[config.mk]
export PLATFORM = sky130hd
export DESIGN_NAME = polyblep_oscillator_top
export DESIGN_NICKNAME = d
export VERILOG_FILES = /design/src/rtl/pbo_pkg.sv /design/src/rtl/polyblep_oscillator_top.sv
export SDC_FILE = /design/constraint.sdc
export NUM_CORES = 2
export LEC_CHECK = 0
export ABC_CLOCK_PERIOD_IN_PS = 25000
export BUFFER_PORTS_ARGS = -buffer_cell sky130_fd_sc_hd__buf_2
export CAP_MARGIN = 20
export CORE_MARGIN = 5
export CORE_UTILIZATION = 58
export CTS_CLUSTER_SIZE = 20
export DETAILED_ROUTE_END_ITERATION = 10
export HOLD_SLACK_MARGIN = 0.15
export PLACE_DENSITY = 0.74
export SLEW_MARGIN = 20
export SYNTH_ARGS = -nofsm -noshare
export SYNTH_HDL_FRONTEND = slang
export SYNTH_SLANG_ARGS = --single-unit
[constraint.sdc]
create_clock -name clk -period 25 [get_ports clk]
set_clock_uncertainty 0.1 [all_clocks]
set_input_delay 3.75 -clock clk [delete_from_list [all_inputs] [get_ports clk]]
set_output_delay 3.75 -clock clk [all_outputs]
set_load 0.05 [all_outputs]
[src/rtl/pbo_pkg.sv]
// ----------------------------------------------------------------------------
// pbo_pkg
// Shared types, constants and helpers for the polyBLEP oscillator.
// ----------------------------------------------------------------------------
`default_nettype none

package pbo_pkg;

  localparam int PhaseBits   = 32;
  localparam int OutFracBits = 21;
  localparam int AccBits     = 27;
  localparam int MulBits     = 33;
  localparam int QuoBits     = OutFracBits;

  localparam logic signed [AccBits-1:0] OneQ   = AccBits'(1) <<< OutFracBits;
  localparam logic signed [AccBits-1:0] SatMax = AccBits'(8388607);
  localparam logic signed [AccBits-1:0] SatMin = -AccBits'(8388608);

  localparam logic [MulBits-1:0] SinA = MulBits'(1686629713);
  localparam logic [MulBits-1:0] SinB = MulBits'(688904866);
  localparam logic [MulBits-1:0] SinC = MulBits'(76016977);

  localparam logic [PhaseBits-1:0] PhaseHalf = PhaseBits'(1) << (PhaseBits - 1);

  typedef enum logic [1:0] {
    WAVE_SINE     = 2'd0,
    WAVE_SAW      = 2'd1,
    WAVE_SQUARE   = 2'd2,
    WAVE_TRIANGLE = 2'd3
  } wave_t;

  typedef enum logic {
    REG_INCREMENT = 1'b0,
    REG_WAVEFORM  = 1'b1
  } reg_index_t;

  typedef enum logic [3:0] {
    S_IDLE,
    S_SX2,
    S_SC,
    S_SB,
    S_SA,
    S_SR,
    S_BSEL,
    S_DIV,
    S_BSQ,
    S_BACC,
    S_TRI,
    S_TRI2,
    S_OUT
  } state_t;

  function automatic logic signed [23:0] sat24(input logic signed [AccBits-1:0] v);
    logic signed [23:0] r;
    if (v > SatMax) r = 24'sh7fffff;
    else if (v < SatMin) r = 24'sh800000;
    else r = v[23:0];
    return r;
  endfunction

endpackage

`default_nettype wire

[src/rtl/polyblep_oscillator_top.sv]
// ----------------------------------------------------------------------------
// polyblep_oscillator_top
// Band-limited oscillator: sine, polyBLEP saw and square, integrated triangle.
// ----------------------------------------------------------------------------
// One tick transfer yields one Q2.21 sample. The block works on one tick at a
// time around a single shared 33x33 multiplier and a one-bit-per-cycle
// divider for the BLEP ratio, which each BLEP window hit runs once; a
// stalled receiver holds the block until it takes the sample.
`default_nettype none

module polyblep_oscillator_top (
  input  wire logic        clk,
  input  wire logic        rst,
  input  wire logic        cfg_write,
  input  wire logic        cfg_index,
  input  wire logic [30:0] cfg_data,
  input  wire logic        in_valid,
  output logic             in_ready,
  input  wire logic        restart,
  output logic             out_valid,
  input  wire logic        out_ready,
  output logic signed [23:0] sample
);
  import pbo_pkg::*;

  state_t state, state_next;

  logic [30:0]              inc;
  wave_t                    wave;
  logic [PhaseBits-1:0]     phase_acc;
  logic [PhaseBits-1:0]     ph;
  logic signed [23:0]       tsum;
  logic signed [AccBits-1:0] acc;
  logic signed [2*MulBits-1:0] prod;
  logic [30:0]              x2;
  logic [PhaseBits-1:0]     rem;
  logic [QuoBits-1:0]       q;
  logic [4:0]               cnt;
  logic                     bidx;
  logic                     near0_r;

  logic signed [MulBits-1:0] mul_a, mul_b;
  logic [PhaseBits-1:0] ph_new, bph, gap, rem2;
  logic [30:0] xval;
  logic near0, near1, more, is_tri, accept;
  logic [32:0] t_fin;
  logic [23:0] y_rnd;
  logic [21:0] sq_rnd;
  logic signed [AccBits-1:0] bval, step, tsum_sum;
  logic signed [2*MulBits-1:0] tri_sh;

  assign accept  = in_valid && in_ready;
  assign in_ready = (state == S_IDLE);
  assign out_valid = (state == S_OUT);
  assign sample = sat24(acc);

  assign ph_new = restart ? '0 : phase_acc;
  assign xval = ph[30] ? (31'(1) << 30) - {1'b0, ph[29:0]} : {1'b0, ph[29:0]};
  assign is_tri = (wave == WAVE_TRIANGLE);
  assign more = (wave == WAVE_SQUARE || is_tri) && !bidx;

  assign bph   = bidx ? ph + PhaseHalf : ph;
  assign near0 = (inc != '0) && (bph < {1'b0, inc});
  assign gap   = '0 - bph;
  assign near1 = (inc != '0) && !near0 && (gap < {1'b0, inc});
  assign rem2  = {rem[PhaseBits-2:0], 1'b0};

  assign sq_rnd = 22'((prod + (66'sd1 <<< (OutFracBits - 1))) >>> OutFracBits);
  assign bval = near0_r
    ? (AccBits'({q, 1'b0}) - AccBits'(sq_rnd) - OneQ)
    : (OneQ - AccBits'({q, 1'b0}) + AccBits'(sq_rnd));

  assign t_fin = prod[62:30];
  assign y_rnd = 24'((t_fin + 33'd256) >> 9);

  assign tri_sh = (prod <<< 2) + (66'sd1 <<< 31);
  assign step = tri_sh[58:32];
  assign tsum_sum = AccBits'(tsum) + step;

  // next state
  always_comb begin
    state_next = state;
    unique case (state)
      S_IDLE: begin
        if (accept) state_next = (wave == WAVE_SINE) ? S_SX2 : S_BSEL;
      end
      S_SX2: state_next = S_SC;
      S_SC:  state_next = S_SB;
      S_SB:  state_next = S_SA;
      S_SA:  state_next = S_SR;
      S_SR:  state_next = S_OUT;
      S_BSEL: begin
        if (near0 || near1) state_next = S_DIV;
        else if (more) state_next = S_BSEL;
        else state_next = is_tri ? S_TRI : S_OUT;
      end
      S_DIV: begin
        if (cnt == 5'(QuoBits - 1)) state_next = S_BSQ;
      end
      S_BSQ: state_next = S_BACC;
      S_BACC: begin
        if (more) state_next = S_BSEL;
        else state_next = is_tri ? S_TRI : S_OUT;
      end
      S_TRI:  state_next = S_TRI2;
      S_TRI2: state_next = S_OUT;
      S_OUT: begin
        if (out_ready) state_next = S_IDLE;
      end
      default: state_next = S_IDLE;
    endcase
  end

  // shared multiplier operands
  always_comb begin
    mul_a = '0;
    mul_b = '0;
    unique case (state)
      S_SX2: begin
        mul_a = MulBits'(xval);
        mul_b = MulBits'(xval);
      end
      S_SC: begin
        mul_a = SinC;
        mul_b = MulBits'(prod[60:30]);
      end
      S_SB: begin
        mul_a = SinB - MulBits'(prod[61:30]);
        mul_b = MulBits'(x2);
      end
      S_SA: begin
        mul_a = SinA - MulBits'(prod[61:30]);
        mul_b = MulBits'(xval);
      end
      S_BSQ: begin
        mul_a = MulBits'(q);
        mul_b = MulBits'(q);
      end
      S_TRI: begin
        mul_a = MulBits'(inc);
        mul_b = MulBits'(sat24(acc));
      end
      default: begin
        mul_a = '0;
        mul_b = '0;
      end
    endcase
  end

  always_ff @(posedge clk) begin
    prod <= mul_a * mul_b;
    if (rst) begin
      state     <= S_IDLE;
      inc       <= 31'd42852281;
      wave      <= WAVE_SINE;
      phase_acc <= '0;
      tsum      <= 24'sd2097152;
    end else begin
      state <= state_next;
      if (cfg_write) begin
        unique case (reg_index_t'(cfg_index))
          REG_INCREMENT: inc <= cfg_data;
          REG_WAVEFORM:  wave <= wave_t'(cfg_data[1:0]);
          default: ;
        endcase
      end
      if (accept) begin
        phase_acc <= ph_new + {1'b0, inc};
        if (restart) tsum <= 24'sd2097152;
      end
      if (state == S_TRI2) tsum <= sat24(tsum_sum);
    end

    unique case (state)
      S_IDLE: begin
        if (accept) begin
          ph   <= ph_new;
          bidx <= 1'b0;
          if (wave == WAVE_SAW)
            acc <= AccBits'({ph_new[PhaseBits-1:PhaseBits-OutFracBits], 1'b0}) - OneQ;
          else
            acc <= ph_new[PhaseBits-1] ? OneQ : -OneQ;
        end
      end
      S_SC: x2 <= prod[60:30];
      S_SR: acc <= ph[31] ? -AccBits'(y_rnd) : AccBits'(y_rnd);
      S_BSEL: begin
        near0_r <= near0;
        rem     <= near0 ? bph : gap;
        q       <= '0;
        cnt     <= '0;
        if (!(near0 || near1) && more) bidx <= 1'b1;
      end
      S_DIV: begin
        cnt <= cnt + 5'd1;
        if (rem2 >= {1'b0, inc}) begin
          rem <= rem2 - {1'b0, inc};
          q   <= {q[QuoBits-2:0], 1'b1};
        end else begin
          rem <= rem2;
          q   <= {q[QuoBits-2:0], 1'b0};
        end
      end
      S_BACC: begin
        acc <= bidx ? acc + bval : acc - bval;
        if (more) bidx <= 1'b1;
      end
      S_TRI2: acc <= AccBits'(sat24(tsum_sum));
      default: ;
    endcase
  end

  a_no_overlap: assert property (@(posedge clk) disable iff (rst)
    !(in_ready && out_valid)) else $error("ready while holding a result");

  a_busy_after: assert property (@(posedge clk) disable iff (rst)
    accept |=> !in_ready) else $error("ready right after a tick transfer");

  a_div_bound: assert property (@(posedge clk) disable iff (rst)
    (state == S_DIV) |-> (cnt < 5'(QuoBits) && q < (QuoBits'(1) << cnt) + 0 || cnt == 5'd0)
    ) else $error("divider count out of range");

  a_sum_hold: assert property (@(posedge clk) disable iff (rst)
    (!is_tri && !accept) |=> $stable(tsum)) else $error("triangle sum moved");

endmodule

`default_nettype wire
==> impl_metrics.env <==
export IMPL_routed_via_density=6.214
export IMPL_ys_seq_area_share_pct=11.31
export IMPL_cts_hold_buf=0
export IMPL_grt_max_degree=80
export IMPL_hpwl_mm=171.3
export IMPL_fin_nets=8914
export IMPL_clock_sinks=285
export IMPL_synth_top_area_share_pct=35.16
export IMPL_routedWlPerCell_um=25.15
export IMPL_synthTopCellsByArea="fa_1 35%, ha_1 8.6%, inv_1 7.8%, edfxtp_1 7.0%, nor2_1 5.4%"
export IMPL_clk_latency_ns=0.59
export IMPL_clockBufferDepth=3
export IMPL_finalCritPeriodShare_pct=50.69
export IMPL_yosys_register_bits=285
export IMPL_cp_start_kind="flip-flop"
export IMPL_yosysMostFrequentCell="inv_1"
export IMPL_arrival_ns=13.07
export IMPL_max_freq_mhz=78.91
export IMPL_yosys_top_cells_count="1321 x inv_1, 1118 x fa_1, 916 x nor2_1, 761 x nand2_1, 439 x ha_1"
export IMPL_r2r_start="ph[0]$_DFFE_PP_"
export IMPL_final_setup_tns_ns=0
export IMPL_vias=54460
export IMPL_worst_pin_slew_ns=1.274
export IMPL_ys_warn_count=0
export IMPL_rows=121
export IMPL_cts_setup_buffers=0
export IMPL_syn2layout_area_growth_pct=4.780
export IMPL_layout_min_cycle_time_ns=12.67
export IMPL_synthCells=7480
export IMPL_cts_clk_slew_worst_paths_ns=0.06
export IMPL_globalplace_congestion=1.047
export IMPL_die_h_um=341.3
export IMPL_layout_drive_gt1_share_pct=5.322
export IMPL_netlist_area_sq_mm=0.06366
export IMPL_io_buffer_count=63
export IMPL_firstDrtPassIters=7
export IMPL_io_pins=64
export IMPL_hold_slack_ns=0.3502
export IMPL_crit_type="reg -> reg"
export IMPL_finalInstanceArea_sq_mm=0.06670
export IMPL_grt_pass1_vias=55440
export IMPL_nFillCells=9570
export IMPL_cts_inserted_buffers=37
export IMPL_routed_wirelength_mm=220.5
export IMPL_syn_nets=9075
export IMPL_required_ns=25.40
export IMPL_grt_pass1_wl_mm=335.7
export IMPL_cap_viol_max_count=0
export IMPL_crit_top_cell="fa_1"
export IMPL_overflow=0
export IMPL_cp_slowest_stage_delay_ns=0.61
export IMPL_htree_levels=2
export IMPL_track_usage_pct=37.85
export IMPL_ant_nets=0
export IMPL_slew_violations=0
export IMPL_critPathCaptureType="flip-flop"
export IMPL_synth_edf_count=149
export IMPL_synth_top_flop_cell="edfxtp_1"
export IMPL_synth_distinct_cells=96
export IMPL_synthArstFlopShare_pct=0
export IMPL_cts_tree="yes"
export IMPL_min_path_type="reg -> reg"
export IMPL_cts_resized_gates=0
export IMPL_start_util_pct=58.40
export IMPL_synth_top_area_cell="fa_1"
export IMPL_hold_violations=0
export IMPL_finalSetupViolations=0
export IMPL_cp_max_fo=18
export IMPL_dpl_instance_area_sq_mm=0.06547
export IMPL_rsz0062_at_grt="no"
export IMPL_avgSynthCellArea_sq_um=8.510
export IMPL_first_iter_violations=6274
export IMPL_antenna_found_initial=4
export IMPL_dieWidth_um=341.3
export IMPL_crit_start="ph[0]$_DFFE_PP_"
export IMPL_dieArea_sq_mm=0.1165
export IMPL_slowest_stage="a31oi_1"
export IMPL_relSlewSlack_pct=15.06
export IMPL_status="completed"
export IMPL_core_sq_mm=0.1090
export IMPL_cts_root_buf="clkbuf_16"
export IMPL_drc=0
export IMPL_min_from="phase_acc[6]$_SDFFE_PP0P_"
[area by class of cell]
type	instances	area, sq um	area share, %
antenna	3	7.507	0.01126
clock buffer	61	1150	1.724
clock inverter	6	57.56	0.08629
inverter	1322	4962	7.440
multi-input combinational	5478	50250	75.34
sequential	285	7197	10.79
tap	1414	1769	2.653
timing repair buffer	195	1306	1.958
[stage by stage]
step	utilization [%]	setup slack [ns]	std cells
finish	61.19	12.33	8764
global route	61.18	11.70	8761
CTS	61.17	12.57	8760
detailed placement	60.06	12.64	8693
global placement	60.06	12.86	8693
floorplan	-	14.21	7480
[layout by cell type, fill, tap and decap left out, drive strengths merged, types with 57 or more instances in the layout]
cell	synthesis	final
fa	1118	1118
and2	61	61
a31oi	62	62
a21oi	291	291
clkbuf	341	62
a21o	100	100
o21ai	209	209
nor2b	75	75
buf	54	194
nand2	762	762
dfxtp	136	136
o21a	57	57
xor2	165	165
nand3	107	107
inv	1321	1323
ha	439	439
nand2b	81	81
nor2	918	918
nor3	69	69
xnor2	254	254
edfxtp	149	149
[flip-flops by register name, indices dropped and copies added (netlist names), 2 cells and up]
name,count
prod,43
ph,32
phase_acc,32
inc,31
rem,31
x2,31
acc,27
tsum,24
q,21
cnt,5
state,4
wave,2
[per-layer routing]
metal	track usage, %	vias up	part of all wire [%]
met3	9.882	785	12
met5	0	-	0.0059
met1	49.82	26870	37
met2	57.20	3322	43
met4	21.32	2	7.5
li1	-	23490	-
[cells by family (layout without fill, tap and decap cells)]
logic type                 count (synthesis)  count (layout)  synth area share (%)
and+or+nand+nor                         2326            2326                 16.20
buffers and inverters                   1717            1584                 10.21
adders and majority gates               1557            1557                 43.79
AOI/OAI and AO/OA                       1128            1128                 11.96
xor gates and xnor gates                 419             419                 5.777
DFF                                      285             285                 11.31
muxes                                     48              48                0.7646
other                                      0               3                     0
[final timing paths]
path / to / slack, ns / cells past startpoint
worst max-delay path: prod[62]$_DFF_P_ / 12.33 / 39
worst min-delay path: phase_acc[6]$_SDFFE_PP0P_ / 0.35 / 2
worst max register to register: prod[62]$_DFF_P_ / 12.33 / 39
worst min register to register: phase_acc[6]$_SDFFE_PP0P_ / 0.35 / 2
[worst max-delay path: cells and delay by family, from the launching register on]
| family | cells | cell delay, ns |
|---|---|---|
| XOR/XNOR | 2 | 0.58 |
| flip-flops | 1 | 0.46 |
| AO/OA/AOI/OAI | 10 | 3.10 |
| adder cells (fa/ha/maj) | 10 | 4.59 |
| buffers and inverters | 6 | 0.64 |
| AND/OR/NAND/NOR | 11 | 3.13 |
Power is not shown: default switching activity piles up to over one toggle a cycle in this logic, so the estimate is an artifact.
